[config.mk]
export PLATFORM = sky130hd
export DESIGN_NAME = unary_read_modify_write_alu
export DESIGN_NICKNAME = d
export VERILOG_FILES = /design/src/rtl/urmw_pkg.sv /design/src/rtl/unary_read_modify_write_alu.sv
export SDC_FILE = /design/constraint.sdc
export NUM_CORES = 1
export LEC_CHECK = 0
export ABC_AREA = 1
export BUFFER_PORTS_ARGS = -buffer_cell sky130_fd_sc_hd__buf_2
export CORE_MARGIN = 2
export CORE_UTILIZATION = 48
export CTS_BUF_LIST = sky130_fd_sc_hd__clkbuf_8
export CTS_CLUSTER_DIAMETER = 30
export DETAILED_ROUTE_END_ITERATION = 12
export GPL_TIMING_DRIVEN = 0
export PLACE_DENSITY = 0.69
export SYNTH_ARGS = -nofsm -noshare
export SYNTH_HDL_FRONTEND = slang
export SYNTH_SLANG_ARGS = --single-unit
[constraint.sdc]
create_clock -name clk -period 5.95 [get_ports clk]
set_input_delay 1.19 -clock clk [delete_from_list [all_inputs] [get_ports clk]]
set_output_delay 1.19 -clock clk [all_outputs]
set_load 0.05 [all_outputs]
[src/rtl/urmw_pkg.sv]
// shared types and constants for the unary read-modify-write alu
package urmw_pkg;

  // command codes
  typedef enum logic [3:0] {
    CMD_NEG = 4'd0,
    CMD_COM = 4'd1,
    CMD_LSR = 4'd2,
    CMD_ROR = 4'd3,
    CMD_ASR = 4'd4,
    CMD_LSL = 4'd5,
    CMD_ROL = 4'd6,
    CMD_DEC = 4'd7,
    CMD_INC = 4'd8,
    CMD_TST = 4'd9,
    CMD_CLR = 4'd10,
    CMD_DAA = 4'd11
  } cmd_t;

  // condition-code bit positions
  localparam int unsigned FLAG_C = 0;
  localparam int unsigned FLAG_V = 1;
  localparam int unsigned FLAG_Z = 2;
  localparam int unsigned FLAG_N = 3;
  localparam int unsigned FLAG_H = 5;

  localparam logic [7:0] BYTE_MIN_NEG = 8'h80;
  localparam logic [7:0] BYTE_MAX_POS = 8'h7f;
  localparam logic [7:0] DAA_ADJ_LO   = 8'h06;
  localparam logic [7:0] DAA_ADJ_HI   = 8'h60;
  localparam logic [3:0] BCD_MAX      = 4'd9;
  localparam logic [3:0] BCD_HI_EDGE  = 4'd8;

endpackage

[src/rtl/unary_read_modify_write_alu.sv]
// top level: unary read-modify-write alu with decimal adjust
//
// 6809-style unary alu. each input word carries a command, one operand byte
// and the condition-code byte; each accepted word gives exactly one output
// word with the new byte, the new condition codes and a store flag (low for
// tst and for the unused command codes 12 to 15, which pass operand and
// flags through untouched). the block is a two-register pipeline: an input
// register, one level of byte/flag logic, and an output register. it takes
// one word every cycle as long as the output side keeps up. in_stall rises
// only when both registers hold words and the output side is stalling, so a
// finished word waiting at the output never blocks the next one from
// entering. bits of the condition codes that a command does not affect (h,
// i, f, e and the unaffected ones among n/z/v/c) pass through unchanged; v
// is left alone by daa. no state survives between words, and reset only
// clears the valids.
module unary_read_modify_write_alu (
  input  logic       clk,
  input  logic       rst,
  // input channel
  input  logic       in_valid,
  output logic       in_stall,
  input  logic [3:0] command,
  input  logic [7:0] operand,
  input  logic [7:0] flags_in,
  // output channel
  output logic       out_valid,
  input  logic       out_stall,
  output logic [7:0] result,
  output logic [7:0] flags_out,
  output logic       store
);

  // input register stage
  logic          s1_valid;
  urmw_pkg::cmd_t s1_cmd;
  logic [3:0]    s1_cmd_raw;
  logic [7:0]    s1_x;
  logic [7:0]    s1_cc;

  // pipeline advance controls
  logic adv_out;
  logic adv_in;

  // combinational results
  logic [7:0] result_next;
  logic [7:0] flags_next;
  logic       store_next;

  // output stage moves when empty or drained this cycle
  assign adv_out  = !out_valid || !out_stall;
  // input stage moves when empty or when it can hand over its word
  assign adv_in   = !s1_valid || adv_out;
  assign in_stall = !adv_in;

  always_ff @(posedge clk) begin
    if (rst) begin
      s1_valid <= 1'b0;
    end else if (adv_in) begin
      s1_valid <= in_valid;
    end
  end

  // payload needs no reset
  always_ff @(posedge clk) begin
    if (adv_in && in_valid) begin
      s1_cmd_raw <= command;
      s1_x       <= operand;
      s1_cc      <= flags_in;
    end
  end

  assign s1_cmd = urmw_pkg::cmd_t'(s1_cmd_raw);

  // byte and flag logic
  logic       oldc;
  logic [3:0] hi;
  logic [3:0] lo;
  logic [7:0] corr;
  logic [8:0] daa_sum;
  logic       nz_upd;

  always_comb begin
    oldc        = s1_cc[urmw_pkg::FLAG_C];
    hi          = s1_x[7:4];
    lo          = s1_x[3:0];
    corr        = 8'h00;
    daa_sum     = 9'd0;
    result_next = s1_x;
    flags_next  = s1_cc;
    store_next  = 1'b1;
    nz_upd      = 1'b1;

    unique case (s1_cmd)
      urmw_pkg::CMD_NEG: begin
        result_next = 8'h00 - s1_x;
        flags_next[urmw_pkg::FLAG_V] = (s1_x == urmw_pkg::BYTE_MIN_NEG);
        flags_next[urmw_pkg::FLAG_C] = (s1_x != 8'h00);
      end
      urmw_pkg::CMD_COM: begin
        result_next = ~s1_x;
        flags_next[urmw_pkg::FLAG_V] = 1'b0;
        flags_next[urmw_pkg::FLAG_C] = 1'b1;
      end
      urmw_pkg::CMD_LSR: begin
        result_next = {1'b0, s1_x[7:1]};
        flags_next[urmw_pkg::FLAG_C] = s1_x[0];
      end
      urmw_pkg::CMD_ROR: begin
        result_next = {oldc, s1_x[7:1]};
        flags_next[urmw_pkg::FLAG_C] = s1_x[0];
      end
      urmw_pkg::CMD_ASR: begin
        result_next = {s1_x[7], s1_x[7:1]};
        flags_next[urmw_pkg::FLAG_C] = s1_x[0];
      end
      urmw_pkg::CMD_LSL: begin
        result_next = {s1_x[6:0], 1'b0};
        flags_next[urmw_pkg::FLAG_C] = s1_x[7];
        flags_next[urmw_pkg::FLAG_V] = s1_x[7] ^ s1_x[6];
      end
      urmw_pkg::CMD_ROL: begin
        result_next = {s1_x[6:0], oldc};
        flags_next[urmw_pkg::FLAG_C] = s1_x[7];
        flags_next[urmw_pkg::FLAG_V] = s1_x[7] ^ s1_x[6];
      end
      urmw_pkg::CMD_DEC: begin
        result_next = s1_x - 8'd1;
        flags_next[urmw_pkg::FLAG_V] = (s1_x == urmw_pkg::BYTE_MIN_NEG);
      end
      urmw_pkg::CMD_INC: begin
        result_next = s1_x + 8'd1;
        flags_next[urmw_pkg::FLAG_V] = (s1_x == urmw_pkg::BYTE_MAX_POS);
      end
      urmw_pkg::CMD_TST: begin
        store_next = 1'b0;
        flags_next[urmw_pkg::FLAG_V] = 1'b0;
      end
      urmw_pkg::CMD_CLR: begin
        result_next = 8'h00;
        flags_next[urmw_pkg::FLAG_V] = 1'b0;
        flags_next[urmw_pkg::FLAG_C] = 1'b0;
      end
      urmw_pkg::CMD_DAA: begin
        // decimal adjust over the whole byte, carry is sticky
        if (s1_cc[urmw_pkg::FLAG_H] || (lo > urmw_pkg::BCD_MAX)) begin
          corr = corr | urmw_pkg::DAA_ADJ_LO;
        end
        if (oldc || (hi > urmw_pkg::BCD_MAX) ||
            ((hi > urmw_pkg::BCD_HI_EDGE) && (lo > urmw_pkg::BCD_MAX))) begin
          corr = corr | urmw_pkg::DAA_ADJ_HI;
        end
        daa_sum     = {1'b0, s1_x} + {1'b0, corr};
        result_next = daa_sum[7:0];
        flags_next[urmw_pkg::FLAG_C] = oldc | daa_sum[8];
      end
      default: begin
        // unused codes pass everything through
        store_next = 1'b0;
        nz_upd     = 1'b0;
      end
    endcase

    if (nz_upd) begin
      flags_next[urmw_pkg::FLAG_N] = result_next[7];
      flags_next[urmw_pkg::FLAG_Z] = (result_next == 8'h00);
    end
  end

  // output register
  always_ff @(posedge clk) begin
    if (rst) begin
      out_valid <= 1'b0;
    end else if (adv_out) begin
      out_valid <= s1_valid;
    end
  end

  always_ff @(posedge clk) begin
    if (adv_out && s1_valid) begin
      result    <= result_next;
      flags_out <= flags_next;
      store     <= store_next;
    end
  end

  // the input side only stalls when both stages are full
  a_stall_full: assert property (@(posedge clk) disable iff (rst)
    in_stall |-> (s1_valid && out_valid && out_stall))
    else $error("in_stall with a free pipeline slot");

  // a word in the input stage that moves on shows up at the output
  a_handover: assert property (@(posedge clk) disable iff (rst)
    (s1_valid && adv_out) |=> out_valid)
    else $error("word lost between stages");

  // tst never writes back and leaves the byte alone
  a_tst_nostore: assert property (@(posedge clk) disable iff (rst)
    (s1_valid && adv_out && (s1_cmd == urmw_pkg::CMD_TST)) |=>
      (!store && (result == $past(s1_x))))
    else $error("tst result wrong");

  // clr gives zero with z set and n, v, c clear
  a_clr: assert property (@(posedge clk) disable iff (rst)
    (s1_valid && adv_out && (s1_cmd == urmw_pkg::CMD_CLR)) |=>
      ((result == 8'h00) && store && (flags_out[3:0] == 4'b0100)))
    else $error("clr result wrong");

endmodule

Word level (Yosys, flattened, before mapping)
Index checks and enable logic that the tools add are counted.

operators by class
  reductions and logical operators = 21
  $add $sub $neg = 4
  muxes and demuxes = 9
  equality and inequality tests = 13
  bitwise operators = 3
  magnitude comparators = 3

operator list
  kind                 number
  $pmux 8 s11          1
  $eq 4x3->1 const B   4
  $eq 4x4->1 const B   4
  $gt 4x4->1 const B   3
  $reduce_or 12->1     1
  $reduce_or 11->1     1
  $add 8x8->9          1
  $add 8x1->8 const B  1
  $eq 4x2->1 const B   2
  $eq 8x7->1 const B   1
  $eq 8x8->1 const B   1
  $logic_not 8->1      1
  $mux 8               1
  $not 8->8            1
  $reduce_bool 8->1    1
  $sub 1x8->8 const A  1
  $sub 8x1->8 const B  1
  $mux 7               1
  $pmux 1 s6           1
  $reduce_or 3->1      2
  $logic_or 1x1->1     5
  $eq 4x1->1 const B   1
  $logic_not 1->1      4
  $logic_not 4->1      1
  other kinds (8)      12

storage, ports and cells
  output and inout bits = 19
  bits of input ports = 24
  logic and storage cells = 61
  bits in registers = 39

Depth between registers and ports, before layout
Gate-level depths: netlist (run 1).

  depth after elaboration = 9
  gate-level depth with buffers = 22
  gate-level depth less buffers = 22

Worst setup path after synthesis (run 1)
Ideal clock, no wire load.

  path type = input port to output port
  start point = in out_stall
  end point = out in_stall
  required time = 4.760 ns
  stages on the path = 2
  data arrival time = 1.946 ns
  path buffers = 0
  slack = 2.814 ns
  cells stage by stage = nand2_1 > nor2_1

on the way
  longest elaborated chain between the ends = 4

ends and longest elaborated chain
  what              line                               source
  start, declared   unary_read_modify_write_alu.sv:27  input logic out_stall,
  $logic_not 1->1   unary_read_modify_write_alu.sv:50  assign adv_out = !out_valid || !out_stall;
  $logic_or 1x1->1  unary_read_modify_write_alu.sv:50
  $logic_or 1x1->1  unary_read_modify_write_alu.sv:52  assign adv_in = !s1_valid || adv_out;
  $logic_not 1->1   unary_read_modify_write_alu.sv:53  assign in_stall = !adv_in;
  end, declared     unary_read_modify_write_alu.sv:21  output logic in_stall,

Every way passes these cells.

Worst setup path after layout (run 1)
  start point = reg s1_x[0]
  end point = reg flags_out[2], data pin

on the way
  longest elaborated chain between the ends = 9
  elaborated cells between the ends (all ways) = 15
  classes of those cells = add/sub: 4; order compare: 1; mux: 5; bitwise: 1; reduce/logical: 4

ends and longest elaborated chain
  what                                                          line                                                                    source
  start, declared                                               unary_read_modify_write_alu.sv:37                                       logic [7:0] s1_x;
  start signal, assigned                                        unary_read_modify_write_alu.sv:67                                       s1_x <= operand;
  $gt 4x4->1                                                    unary_read_modify_write_alu.sv:145, unary_read_modify_write_alu.sv:149
  $logic_or 1x1->1 / $logic_and 1x1->1 (equally long branches)  unary_read_modify_write_alu.sv:145, unary_read_modify_write_alu.sv:149
  $mux 3 / $logic_or 1x1->1 (equally long branches)             unary_read_modify_write_alu.sv:145, unary_read_modify_write_alu.sv:148
  $mux 7                                                        unary_read_modify_write_alu.sv:148                                      if (oldc || (hi > urmw_pkg::BCD_MAX) ||
  $mux 8                                                        unary_read_modify_write_alu.sv:93                                       unique case (s1_cmd)
  $add 8x8->9                                                   unary_read_modify_write_alu.sv:152                                      daa_sum = {1'b0, s1_x} + {1'b0, corr};
  $pmux 8 s11 *                                                 unary_read_modify_write_alu.sv:93
  $logic_not 8->1 *                                             unary_read_modify_write_alu.sv:165                                      flags_next[urmw_pkg::FLAG_Z] = (result_next == 8'h00);
  $mux 2 *                                                      unary_read_modify_write_alu.sv:163                                      if (nz_upd) begin
  named net flags_next[2]                                       unary_read_modify_write_alu.sv:46                                       logic [7:0] flags_next;
  end signal, assigned                                          unary_read_modify_write_alu.sv:181                                      flags_out <= flags_next;
  end, declared                                                 unary_read_modify_write_alu.sv:29                                       output logic [7:0] flags_out,

The timed path passes the listed nets; every way through them passes the cells marked *. The select of a mux whose other input is x is not followed.
A chain may end at the register's enable or synchronous reset.

==> results of run 1 <==
==> cell type report <==
class / count / area (um^2) / share of cell area [%]
inverters: 51 / 194 / 6.06
plain buffers: 4 / 18.8 / 0.586
clock inverters: 3 / 63.8 / 1.99
multi-input cells: 272 / 1410 / 43.9
clock buffers: 5 / 68.8 / 2.15
well taps: 72 / 90.1 / 2.81
flip-flops and latches: 39 / 1150 / 36.0
repair buffers: 42 / 210 / 6.57
==> state kept, by name, indices dropped and copies added (netlist names) <==
signal	cells
s1_x	8
result	8
s1_cc	8
out_valid	1
s1_cmd	4
s1_valid	1
flags_out	8
store	1
==> logic make-up (layout without fill, tap and decap cells) <==
family                   Yosys count  count (layout)
adder cells (fa/ha/maj)           20              20
buffers and inverters             55             105
flip-flops                        39              39
AO/OA/AOI/OAI                     33              33
AND/OR/NAND/NOR                  219             219
==> through the flow <==
stage | setup WS, ns | utilization, % | hold WS, ns | power, mW
global route | 2.32 | 57.8 | 0.453 | 0.799
global placement | 2.65 | 55.3 | 0.403 | 0.509
finish | 2.54 | 57.8 | 0.433 | 0.762
floorplan | 2.81 | - | 0.400 | 0.466
CTS | 2.60 | 57.8 | 0.436 | 0.763
detailed placement | 2.62 | 55.4 | 0.411 | 0.512
==> cell usage after synthesis, types with 3 or more instances <==
cell and n:
edfxtp_1 37, nand2_4 3, buf_2 3, a21oi_1 16
inv_2 3, nand2_1 120, nor2_1 36, inv_1 46
nand3_1 38, nand4_1 8, o21ai_0 10, nor2_2 6
ha_1 18
==> power groups by stage <==
stage	Sequential, mW	Combinational, mW	Clock [mW]
after CTS	0.334	0.173	0.257
after floorplan	0.364	0.102	0
final	0.334	0.174	0.254
after detailed placement	0.340	0.172	0
after global placement	0.340	0.169	0
after global routing	0.336	0.196	0.267
==> worst reg2reg max path, stage by stage, from the launching register on <==
cell,delay (ns)
edfxtp_1,0.43
clkinv_1,0.30
ha_1,0.33
inv_1,0.08
nor2_1,0.06
nor2_1,0.19
inv_1,0.06
nand2_1,0.12
ha_1,0.23
inv_1,0.07
fa_1,0.42
inv_1,0.12
nand2_1,0.09
nand2_1,0.07
nand2_1,0.05
nand3_1,0.12
nand2_1,0.07
nand2_1,0.07
nor2_2,0.05
nand2_1,0.07
nor2_1,0.04
nand3_1,0.06
nand2_1,0.06
==> routing by layer <==
metal / routed length [um] / vias to the layer above
met2: 3020 / 110
met5: 0 / -
met4: 168 / 0
met3: 428 / 19
li1: - / 1287
met1: 2940 / 1097
==> how the worst min path moves through the flow <==
stage                  startpoint                endpoint
6_report       s1_cc[4]$_DFFE_PP_  flags_out[4]$_DFFE_PP_
4_1_cts        s1_cc[6]$_DFFE_PP_  flags_out[6]$_DFFE_PP_
3_3_place_gp   s1_cc[7]$_DFFE_PP_  flags_out[7]$_DFFE_PP_
3_5_place_dp   s1_cc[6]$_DFFE_PP_  flags_out[6]$_DFFE_PP_
5_1_grt        s1_cc[7]$_DFFE_PP_  flags_out[7]$_DFFE_PP_
2_1_floorplan  s1_cc[4]$_DFFE_PP_  flags_out[4]$_DFFE_PP_
==> results.toml, run 1 <==
[run_status]
status = "completed"

[die]
core_area_mm2 = 0.00554
dieArea_mm2 = 0.00638
rows = 27
pin_count = 43
die_width_um = 79.9
fp.dieH_um = 79.9
initial_utilization_pct = 49.9

[grt]
grt_pass1_wl_um = 10800
grt_start_max_net_pins = 21
grt_usage_pct = 22.1
grtUsageMet1_pct = 29.5
met3_usage_pct = 4.07
overflow = 0
busiest_layer = "met2"
grt_pass1_vias = 2351
antenna_found_initial = 0
gr-usage-met2_pct = 35.8

[yosys]
synthTopCellsByArea = "edfxtp_1, nand2_1, ha_1"
synth-xor-area-share_pct = 0
synth-simple-area-share_pct = 34.4
postSynthNetCount = 410
synth_compound_area_share_pct = 6.65
synth_top_cell_by_area = "edfxtp_1"
async_flop_share_pct = 0
synthAdderAreaFrac_pct = 9.59
synth_edf_count = 37
ys_seq_elements = 39
yosys_most_used_dff = "edfxtp_1"
synthCells = 366
syn_area_per_cell_um2 = 7.56
synth_top_family_by_area = "simple AND/OR/NAND/NOR gates"
post_synth_instance_area_mm2 = 0.00277
seq_area_frac_synth_pct = 41.6
muxShareOfSynthArea_pct = 0
netlist.area_leader.share_pct = 40.2
ys_warn_count = 0
synth_cell_types = 29

[setup_path]
setup.worst_path.start_class = "flop"
startpoint = "s1_x[0]$_DFFE_PP_"
worstSetupPathType = "reg2reg"
arrival_ns = 3.45
max_stage_delay_ns = 0.43
cp_max_fo = 9
cp.depth = 22
critPathCaptureType = "flop"
cp_common_cell = "nand2_1"
cp_top_family = "simple AND/OR/NAND/NOR gates"
worstRegToRegCells = 22
required_ns = 6.00
crit_path_cell_trace = "clkinv_1 -> ha_1 -> inv_1 -> nor2_1 -> nor2_1 -> inv_1 -> nand2_1 -> ha_1 -> inv_1 -> fa_1 -> inv_1 -> nand2_1 -> nand2_1 -> nand2_1 -> nand3_1 -> nand2_1 -> nand2_1 -> nor2_2 -> nand2_1 -> nor2_1 -> nand3_1 -> nand2_1"
r2r_start = "s1_x[0]$_DFFE_PP_"
cp-endpoint = "flags_out[2]$_DFFE_PP_"
critPathSlowestCell = "edfxtp_1"
cp.buffers_inverters = 5
r2r-end = "flags_out[2]$_DFFE_PP_"
regToRegSetupSlack_ns = 2.54

[clocking]
cts_root_buf = "clkbuf_8"
cts-resized-gates = 0
htreeDepth = 2
ctsLongestPathBuffers = 2
clk_latency_ns = 0.29
cts_tree = "yes"
clkSlewWorstSetupHoldPaths_ns = 0.08
cts.sinks = 39
cts_buffers = 5
post_cts_buffers = 0
cts_hold_buffers = 0

[sta]
timing.fmax_mhz = 294
rsz0062_at_grt = "no"
max_slew_margin_pct = 39.5
period_minus_slack_ns = 3.41
drv_slew = 0
tightest_slew_ns = 0.907
tns_ns = 0
setup_viol = 0
post-route-period-util_pct = 57.2
hold_viol = 0
fin_worst_skew_ns = 0.00929

[detailed_routing]
num_vias = 2513
drtAntennaViolNets = 0
viasPerCell = 5.15
detail_route.wl_per_cell_um = 13.4
wl_um = 6560
firstDrtPassIters = 5
drt_first_iter_violations = 216
drc_errors = 0

[finish]
drive_gt1_share_pct = 16.8
final_area_mm2 = 0.00320
nNetsFinal = 459
n_fill_cell = 528
instances_no_fill = 488
area.growth.synth_to_final_pct = 15.8
final_cell_mix = "nand2_1, inv_1, buf_2, nand3_1, edfxtp_1"
layout_commonest_cell = "nand2_1"
antenna-diode-count = 0

[placed_design]
io_buffers = 42
dp_cells = 480
globalplace.congestion = 0.974
placed_cell_area_mm2 = 0.00307
dp_hpwl_um = 5090

[pwr]
power_frac_comb_pct = 22.8
p_leak_nw = 1.57
p_sw_mw = 0.221
ir_worst_vdd_mv = 0.214
seq_power_share_pct = 43.9
p_int_mw = 0.541
swShare_pct = 29.0
pwr_density_cell_mw_per_mm2 = 238
pwr-share-clk_pct = 33.4

[flow_run]
maxCapViolCount = 0

[min_path]
hold-path-cell-count = 0
worst_hold_path_type = "reg2reg"
No activity file was read; power rests on OpenSTA's default activity.
==> run 2: changes to the inputs <==
--- a/config.mk
+++ b/config.mk
@@ -13,7 +13,7 @@
 export CTS_CLUSTER_DIAMETER = 30
 export DETAILED_ROUTE_END_ITERATION = 12
 export GPL_TIMING_DRIVEN = 0
-export PLACE_DENSITY = 0.69
+export PLACE_DENSITY = 0.72
 export SYNTH_ARGS = -nofsm -noshare
 export SYNTH_HDL_FRONTEND = slang
 export SYNTH_SLANG_ARGS = --single-unit
==> constraint.sdc (replaced) <==
create_clock -name clk -period 2.8 [get_ports clk]
set_input_delay 0.56 -clock clk [delete_from_list [all_inputs] [get_ports clk]]
set_output_delay 0.56 -clock clk [all_outputs]
set_load 0.05 [all_outputs]
==> results.toml, run 2 (synthesis gave the netlist of run 1 again) <==
[sta]
hold_viol = 0
drv_slew = 0
setup_viol = 0
post-route-period-util_pct = 96.7
max_slew_margin_pct = 40.8
fin_worst_skew_ns = 0.00967
fin_ws_ns = 0.0932
period_minus_slack_ns = 2.71
rsz0062_at_grt = "yes"
tightest_slew_ns = 0.888
hold-worst-slack_ns = 0.420
timing.fmax_mhz = 369

[pwr]
pwr_density_cell_mw_per_mm2 = 468
ir_worst_vdd_mv = 0.401
p_leak_nw = 1.65

[die]
dieArea_mm2 = 0.00638
fp.dieH_um = 79.9
core_area_mm2 = 0.00554
die_width_um = 79.9
rows = 27
pin_count = 43
initial_utilization_pct = 49.9

[setup_path]
arrival_ns = 2.87
critPathSlowestCell = "edfxtp_1"
cp_common_cell = "nand2_1"
cp_max_fo = 6
cp_top_family = "simple AND/OR/NAND/NOR gates"
cp.buffers_inverters = 1
cp.depth = 18
required_ns = 2.96
critPathCaptureType = "flop"
worstRegToRegCells = 18
setup.worst_path.start_class = "flop"
worstSetupPathType = "reg2reg"
max_stage_delay_ns = 0.42
crit_path_cell_trace = "inv_1 -> ha_1 -> nand2_1 -> a21oi_1 -> nand3_2 -> ha_4 -> nand2_1 -> nor2_1 -> nor2_1 -> nand2_1 -> nand2_1 -> nand3_1 -> nand3_1 -> nor2_2 -> nand2_1 -> nor2_1 -> nand3_1 -> nand2_1"

[detailed_routing]
viasPerCell = 5.27
wl_met1_um = 2960
wl_um = 7120
drc_errors = 0
met3RoutedLength_um = 537
firstDrtPassIters = 6
num_vias = 2668
drt_first_iter_violations = 271
drtAntennaViolNets = 0
detail_route.wl_per_cell_um = 14.1
wl_met2_um = 3400
dr.max_layer_used = "met4"

[finish]
layout_commonest_cell = "nand2_1"
nNetsFinal = 477
antenna-diode-count = 0
fin_util_pct = 62.2
area.growth.synth_to_final_pct = 24.7
drive_gt1_share_pct = 26.5
final_cell_mix = "nand2_1, buf_2, inv_1, nand3_1, edfxtp_1"

[placed_design]
post-place-ws_ns = -0.458
dp_hpwl_um = 5150
globalplace.congestion = 0.916
io_buffers = 42

[clocking]
cts_buffers = 5
cts_hold_buffers = 0
ctsLongestPathBuffers = 2
cts_tree = "yes"
clkSlewWorstSetupHoldPaths_ns = 0.08
cts.sinks = 39
htreeDepth = 2
cts_root_buf = "clkbuf_8"
clk_latency_ns = 0.30

[flow_run]
maxCapViolCount = 0

[grt]
grt_usage_pct = 22.5
grt_start_max_net_pins = 21
grt_pass1_wl_um = 10800
antenna_found_initial = 0
grt_pass1_vias = 2359
overflow = 0

[run_status]
status = "completed"

[min_path]
hold-path-cell-count = 2
worst_hold_path_type = "in2reg"
==> run 2: cell types whose count changed in the layout (fill, tap and decap cells not counted), sizes merged <==
cell | previous run | this run
inv | 51 | 50
buf | 45 | 63
bufinv | 2 | 1
clkinvlp | 0 | 2
==> run 2: per-layer routing <==
| metal | track usage (%) | vias up |
|---|---|---|
| met2 | 36.7 | 128 |
| li1 | - | 1333 |
| met4 | 9.49 | 0 |
| met3 | 4.75 | 25 |
| met1 | 29.0 | 1182 |
| met5 | 0 | - |
==> run 2: path summary, 6_finish.rpt <==
check | start | end | slack, ns
hold / removal | rst | s1_valid$_SDFFE_PP0N_ | 0.42
setup / recovery | s1_x[6]$_DFFE_PP_ | flags_out[2]$_DFFE_PP_ | 0.09
setup reg to reg | s1_x[6]$_DFFE_PP_ | flags_out[2]$_DFFE_PP_ | 0.09
hold reg to reg | s1_cc[4]$_DFFE_PP_ | flags_out[4]$_DFFE_PP_ | 0.44
==> run 2: final cells by class <==
type                       count  area (um^2)
tap                           72         90.1
fill                         499         2090
inverter                      51          203
multi-input combinational    272         1510
sequential                    39         1150
buffer                         4         26.3
clock inverter                 3         46.3
clock buffer                   5         68.8
timing repair buffer          60          353
==> run 2: repair_timing <==
action,4_1_cts,5_1_grt
gates resized for setup,18,22
setup buffers,8,10
endpoints found under the setup margin,8,8
pin swaps,7,11
==> run 2: where the power goes <==
part	internal (mW)	switching (mW)
Sequential	0.684	0.0231
Clock	0.268	0.205
Combinational	0.149	0.285
Total	1.10	0.513
==> run 2: stage by stage <==
| stage | power (mW) | TNS, ns | cells | cell area [um^2] |
|---|---|---|---|---|
| 6_report | 1.61 | 0 | 506 | 3450 |
| 4_1_cts | 1.59 | 0 | 496 | 3310 |
| 2_1_floorplan | 0.990 | 0 | 366 | 2770 |
| 5_1_grt | 1.69 | -0.103 | 506 | 3450 |
| 3_5_place_dp | 1.09 | -2.21 | 480 | 3070 |
| 3_3_place_gp | 1.08 | -1.78 | 480 | 3070 |
